### src/hw/rtl/pn3_pkg.sv
// Package for the 3D gradient noise block: permutation table and its lookup
// function. Used by all pn3_* modules and the top level.
`timescale 1ns / 1ps
package pn3_pkg;

  localparam logic [7:0] PermRom [256] = '{
    8'd151,8'd160,8'd137,8'd91,8'd90,8'd15,8'd131,8'd13,8'd201,8'd95,8'd96,8'd53,8'd194,8'd233,
    8'd7,8'd225,8'd140,8'd36,8'd103,8'd30,8'd69,8'd142,8'd8,8'd99,8'd37,8'd240,8'd21,8'd10,
    8'd23,8'd190,8'd6,8'd148,8'd247,8'd120,8'd234,8'd75,8'd0,8'd26,8'd197,8'd62,8'd94,8'd252,
    8'd219,8'd203,8'd117,8'd35,8'd11,8'd32,8'd57,8'd177,8'd33,8'd88,8'd237,8'd149,8'd56,8'd87,
    8'd174,8'd20,8'd125,8'd136,8'd171,8'd168,8'd68,8'd175,8'd74,8'd165,8'd71,8'd134,8'd139,
    8'd48,8'd27,8'd166,8'd77,8'd146,8'd158,8'd231,8'd83,8'd111,8'd229,8'd122,8'd60,8'd211,
    8'd133,8'd230,8'd220,8'd105,8'd92,8'd41,8'd55,8'd46,8'd245,8'd40,8'd244,8'd102,8'd143,
    8'd54,8'd65,8'd25,8'd63,8'd161,8'd1,8'd216,8'd80,8'd73,8'd209,8'd76,8'd132,8'd187,8'd208,
    8'd89,8'd18,8'd169,8'd200,8'd196,8'd135,8'd130,8'd116,8'd188,8'd159,8'd86,8'd164,8'd100,
    8'd109,8'd198,8'd173,8'd186,8'd3,8'd64,8'd52,8'd217,8'd226,8'd250,8'd124,8'd123,8'd5,
    8'd202,8'd38,8'd147,8'd118,8'd126,8'd255,8'd82,8'd85,8'd212,8'd207,8'd206,8'd59,8'd227,
    8'd47,8'd16,8'd58,8'd17,8'd182,8'd189,8'd28,8'd42,8'd223,8'd183,8'd170,8'd213,8'd119,
    8'd248,8'd152,8'd2,8'd44,8'd154,8'd163,8'd70,8'd221,8'd153,8'd101,8'd155,8'd167,8'd43,
    8'd172,8'd9,8'd129,8'd22,8'd39,8'd253,8'd19,8'd98,8'd108,8'd110,8'd79,8'd113,8'd224,
    8'd232,8'd178,8'd185,8'd112,8'd104,8'd218,8'd246,8'd97,8'd228,8'd251,8'd34,8'd242,8'd193,
    8'd238,8'd210,8'd144,8'd12,8'd191,8'd179,8'd162,8'd241,8'd81,8'd51,8'd145,8'd235,8'd249,
    8'd14,8'd239,8'd107,8'd49,8'd192,8'd214,8'd31,8'd181,8'd199,8'd106,8'd157,8'd184,8'd84,
    8'd204,8'd176,8'd115,8'd121,8'd50,8'd45,8'd127,8'd4,8'd150,8'd254,8'd138,8'd236,8'd205,
    8'd93,8'd222,8'd114,8'd67,8'd29,8'd24,8'd72,8'd243,8'd141,8'd128,8'd195,8'd78,8'd66,
    8'd215,8'd61,8'd156,8'd180};

  // 8 corners: index bit0 = x side, bit1 = y side, bit2 = z side
  localparam int unsigned NumCorners = 8;

  function automatic logic [7:0] perm(input logic [7:0] i);
    perm = PermRom[i];
  endfunction

endpackage

### src/hw/rtl/pn3_fifo.sv
// Short result queue after the back part, with an occupancy count.
// Depends on pn3_pkg for nothing but the house import style.
`timescale 1ns / 1ps
module pn3_fifo #(
  parameter int unsigned Width = 8,
  parameter int unsigned Depth = 8,
  localparam int unsigned Aw = $clog2(Depth)
) (
  input  logic             clk_i,
  input  logic             rst_ni,
  input  logic             wr_i,
  input  logic [Width-1:0] wdata_i,
  input  logic             rd_i,
  output logic             empty_o,
  output logic [Width-1:0] rdata_o,
  output logic [Aw:0]      count_o
);
  import pn3_pkg::*;

  logic [Width-1:0] mem [Depth];
  logic [Aw-1:0]    wp_q, rp_q;
  logic [Aw:0]      cnt_q;

  always_ff @(posedge clk_i or negedge rst_ni) begin
    if (!rst_ni) begin
      wp_q  <= '0;
      rp_q  <= '0;
      cnt_q <= '0;
    end else begin
      if (wr_i) wp_q <= (wp_q == Aw'(Depth - 1)) ? '0 : wp_q + 1'b1;
      if (rd_i) rp_q <= (rp_q == Aw'(Depth - 1)) ? '0 : rp_q + 1'b1;
      cnt_q <= cnt_q + {{Aw{1'b0}}, wr_i} - {{Aw{1'b0}}, rd_i};
    end
  end

  always_ff @(posedge clk_i) begin
    if (wr_i) mem[wp_q] <= wdata_i;
  end

  assign rdata_o = mem[rp_q];
  assign empty_o = (cnt_q == '0);
  assign count_o = cnt_q;
endmodule

### config.mk
export PLATFORM = sky130hd
export DESIGN_NAME = pn3_fifo
export DESIGN_NICKNAME = d
export VERILOG_FILES = /design/src/hw/rtl/pn3_pkg.sv /design/src/hw/rtl/pn3_fifo.sv
export SDC_FILE = /design/constraint.sdc
export NUM_CORES = 1
export LEC_CHECK = 0
export ABC_AREA = 1
export BUFFER_PORTS_ARGS = -buffer_cell sky130_fd_sc_hd__buf_2
export CORE_MARGIN = 2
export CORE_UTILIZATION = 64
export DETAILED_ROUTE_END_ITERATION = 10
export PLACE_DENSITY = 0.84
export SLEW_MARGIN = 25
export SYNTH_ARGS = -nofsm -noshare
export SYNTH_HDL_FRONTEND = slang
export SYNTH_SLANG_ARGS = --single-unit
### constraint.sdc
create_clock -name clk_i -period 4.2 [get_ports clk_i]
set_input_delay 0.63 -clock clk_i [delete_from_list [all_inputs] [get_ports clk_i]]
set_output_delay 0.63 -clock clk_i [all_outputs]
set_load 0.005 [all_outputs]
# ---- Word-level counts from Yosys, hierarchy flattened
# Memories as Yosys holds them, arrays and structs flattened.
# Index checks and enable logic that the tools add are counted.
# W data, S select, Z words.
dict set report word_totals {
  out_inout_bits 13
  input_bits 12
  regBits 10
  mem_bits_ro 0
  n_memories 1
  wordCells 15
  ramBits 64
  latch_bits 0
}
dict set report classes {
  magnitude_cmp 0
  n_reduce_logical 1
  n_bitwise 0
  mul 0
  n_addsub 4
  shift 0
  div 0
  eq_ne 2
  n_mux 4
}
# name depth word_bits rd rd_ports_with_merged_regs write_ports line_no
set mem_list {}
lappend mem_list {mem 8 8 1 0 1 pn3_fifo.sv:20} ;# logic [Width-1:0] mem [Depth];
# operator count
set ops {}
lappend ops {{$add A3 B1 Y3 const B} 2}
lappend ops {{$eq A3 B3 Y1 const B} 2}
lappend ops {{$mux W3} 2}
lappend ops {{$add A4 B1 Y4} 1}
lappend ops {{$logic_not A4 Y1} 1}
lappend ops {{$sub A4 B1 Y4} 1}
lappend ops {{$mux W1} 2}

# ---- Longest topological paths before layout
dict set report logic_depth {
  depth_word 2
  ltp_mapped 8
  mapped_depth_nobuf 7
}

# ---- Worst setup path after synthesis
# Ideal clock, no wire load.
dict set report synth_path {
  path_type {in2reg}
  from {input rd_i}
  to {register cnt_q[2], in the netlist count_o[2]}
  required_time_ps 4077
  cell_stages 5
  slack_ps 2466
  path_buffers 0
  arrival_time_ps 1611
  setup_time_ps 123
  cell_sequence {ha_1 > inv_1 > ha_1 > fa_1 > xor2_1}
}
dict set report synth_between {
  elab_chain_len 1
}
# item line_no
set synth_lines {}
lappend synth_lines {{start, declared} pn3_fifo.sv:13} ;# input logic rd_i,
lappend synth_lines {{$sub A4 B1 Y4} pn3_fifo.sv:32} ;# cnt_q <= cnt_q + {{Aw{1'b0}}, wr_i} - {{Aw{1'b0}}, rd_i};
lappend synth_lines {{end signal, assigned} pn3_fifo.sv:32}
lappend synth_lines {{end, declared} pn3_fifo.sv:22} ;# logic [Aw:0] cnt_q;
# No other way between the ends.
# A chain may end at the register's enable or synchronous reset.

# ---- Worst setup path in the final report
dict set report layout_path {
  from {register rp_q[1]}
  to {output rdata_o[4]}
}
dict set report layout_between {
  elab_chain_len 1
}
# item line_no
set layout_lines {}
lappend layout_lines {{start, declared} pn3_fifo.sv:21} ;# logic [Aw-1:0] wp_q, rp_q;
lappend layout_lines {{start signal, assigned} pn3_fifo.sv:31} ;# if (rd_i) rp_q <= (rp_q == Aw'(Depth - 1)) ? '0 : rp_q + 1'b1;
lappend layout_lines {{$mem_v2 Z8 W8} --}
lappend layout_lines {{end, declared} pn3_fifo.sv:15} ;# output logic [Width-1:0] rdata_o,
# No other way between the ends.

==> results.toml <==
[logic_synthesis]
synth_ff_type = "edfxtp_1"
synth-edff-count = 64
ys_seq_elements = 74
synth_top_family_by_area = "simple AND/OR/NAND/NOR gates"
synth_top_area_frac = 0.564
synth_mux_area_frac = 0
synth_area_leaders = "edfxtp_1 (56%), nand2_1 (13%), inv_1 (8.4%), dfrtp_1 (7.3%), nand3_1 (5.4%)"
yosysWarnings = 0
syn_area_um2 = 3410
synthMostInstantiatedCell = "nand2_1"
yosysUniqueCellTypes = 17
synth.avg_cell_area_um2 = 9.93
synth_xor_area_frac = 0.00514
async_reset_ff_frac = 0.135
synthTopCellsByCount = "nand2_1 (114), inv_1 (76), edfxtp_1 (64)"
postSynthCellCount = 343
yosysTopAreaCell = "edfxtp_1"
ys_seq_area_frac = 0.638
syn_nets = 365
yosys.area_share.simple = 0.190
synth_compound_area_frac = 0.0103
synthAdderAreaFrac = 0.0389

[outcome]
status = "completed"

[floorplan]
die_area_um2 = 5920
num_rows = 26
die_h_um = 77.0
fp.dieW_um = 77.0
design.core.area_um2 = 5110
initial_core_util = 0.667
ioPinCount = 25

[clocking]
cts_setup_buffers = 0
clk_path_buf_depth = 2
clk_pin_slew_ns = 0.07
ctsHoldBuffers = 0
cts-htree-levels = 3
cts_tree = "done"
numCtsBuffers = 9
clock_latency_ns = 0.35
cts_resized = 0
root_buffer = "clkbuf_8"
clock_sinks = 74

[routing]
remaining_drc_errors = 0
viasPerCell = 5.15
drtAntennaViolNets = 0
drtIter0Drc = 211
routedWlPerCell_um = 14.0
vias = 2277
drt_first_pass_iters = 4
routed_wl_um = 6200

[power]
p_comb_frac = 0.297
cellPowerDensity_nw_per_um2 = 596
seq_power_share = 0.471
sw_frac_of_total = 0.345
p_clk_frac = 0.232
max-vdd-ir-drop_mv = 0.424
power.internal_uw = 1440
power.switching_uw = 760
leakage_uw = 0.00177

[global_route]
grt_first_pass_wirelength_um = 10200
overflow = 0
grt_pass1_vias = 2201
grt_usage = 0.235
grt_max_degree = 35
antenna_found_initial = 0

[worst_setup_path]
cp_max_fo = 18
path_buf_inv = 2
slowest_stage = "dfrtp_1"
cp-start-kind = "flip-flop"
critPathKind = "flip-flop to primary output"
max_stage_delay_ns = 0.80
worstPathRequired_ns = 3.57
cpMostUsedCell = "nand2_1"
cp.arrival_ns = 2.01
endpoint_kind = "primary output"
path_cells = "inv_2 > nand3_1 > nand2_1 > nand2_1 > nand2_1 > buf_2"
critPathTopFamily = "flip-flops"

[layout]
syn_to_final_growth_pct = 8.34
drive_gt1_frac = 0.102
final_area_um2 = 3690
n_fill_cell = 380
finish.net_count = 389
n_antenna_cell = 0

[worst_hold_path]
hp-class = "input pin to asynchronous set/reset pin"

[timing]
drv_slew = 0
period_share = 0.630
finalSetupViolations = 0
skew_ns = 0.0124
fmax_ghz = 0.378
tns_ns = 0
post-route-min-period_ns = 2.64
rsz0062_at_grt = "no"
hold_viol_final = 0
worstMarginPinSlew_ns = 1.01
max_slew_margin = 0.324

[placement]
gp_congestion = 0.860
place_hpwl_um = 3900
placed_cell_area_um2 = 3510
io_buffers = 24

[job]
cap_violations = 0
## layout by cell type (no fill, tap or decap), types with 6 or more instances in the layout
master	netlist	final
ha_1	9	9
edfxtp_1	64	64
dfrtp_1	10	9
nand2_1	114	114
clkbuf_8	0	9
o21ai_0	6	6
nand3_1	37	37
inv_1	76	76
buf_2	1	24
nor2_1	9	9
## layer usage
layer  routed length, µm  global-route usage
met5                   0                   0
met4                 216               0.171
met3                 393              0.0553
met2                2970               0.351
met1                2620               0.303
## cell families after synthesis
| kind of cell | after synthesis |
|---|---|
| flip-flops | 74 |
| buffers and inverters | 90 |
| adder cells (fa/ha/maj) | 10 |
| XOR/XNOR | 2 |
| AO/OA/AOI/OAI | 7 |
| AND/OR/NAND/NOR | 160 |
## state kept, by name (all words and copies together) (netlist names)
| name | count |
|---|---|
| wp_q | 3 |
| mem | 64 |
| count_o | 4 |
| rp_q | 3 |
## power groups by stage
| stage | Combinational [µW] | Clock, µW | Sequential, µW |
|---|---|---|---|
| floorplan | 545 | 0 | 975 |
| detailed placement | 652 | 0 | 1050 |
| finish | 653 | 511 | 1040 |
| global placement | 628 | 0 | 1040 |
| global route | 765 | 555 | 1050 |
| CTS | 656 | 512 | 1030 |
## through the flow
| stage | utilization | hold slack (ns) | cells | setup slack, ns | power [µW] |
|---|---|---|---|---|---|
| finish | 0.722 | 0.135 | 442 | 1.56 | 2200 |
| global route | 0.722 | 0.131 | 442 | 1.38 | 2370 |
| CTS | 0.722 | 0.135 | 442 | 1.20 | 2200 |
| detailed placement | 0.687 | 0.506 | 426 | 1.57 | 1700 |
| global placement | 0.687 | 0.501 | 426 | 1.67 | 1670 |
| floorplan | - | 0.334 | 343 | 2.47 | 1520 |
## worst reg2reg max path: stages (launching register included)
cell and delay [ns]:
dfrtp_1 0.39, inv_1 0.09, nand2_1 0.11, nor2_1 0.74
## path summary, 6_finish.rpt
kind | start | endpoint | slack (ns) | depth (start not counted)
hold reg to reg | wp_q[0]$_DFFE_PN0P_ | wp_q[0]$_DFFE_PN0P_ | 0.62 | 2
min in group clk_i | rd_i | rp_q[0]$_DFFE_PN0P_ | 0.55 | 2
hold / removal | rst_ni | count_o[1]$_DFF_PN0_ | 0.13 | 1
setup / recovery | rp_q[1]$_DFFE_PN0P_ | rdata_o[4] | 1.56 | 6
max in group asynchronous | rst_ni | rp_q[0]$_DFFE_PN0P_ | 3.86 | 1
setup reg to reg | wp_q[0]$_DFFE_PN0P_ | mem[4][6]$_DFFE_PP_ | 2.49 | 3
## cell type report
class | instances | area (µm²) | area share
Sequential cell | 74 | 2170 | 0.589
Multi-Input combinational cell | 179 | 832 | 0.226
Inverter | 79 | 299 | 0.0810
Clock buffer | 12 | 135 | 0.0366
Timing Repair Buffer | 24 | 120 | 0.0326
Tap cell | 70 | 87.6 | 0.0237
Clock inverter | 4 | 42.5 | 0.0115
(Power assumes the default switching activity.)
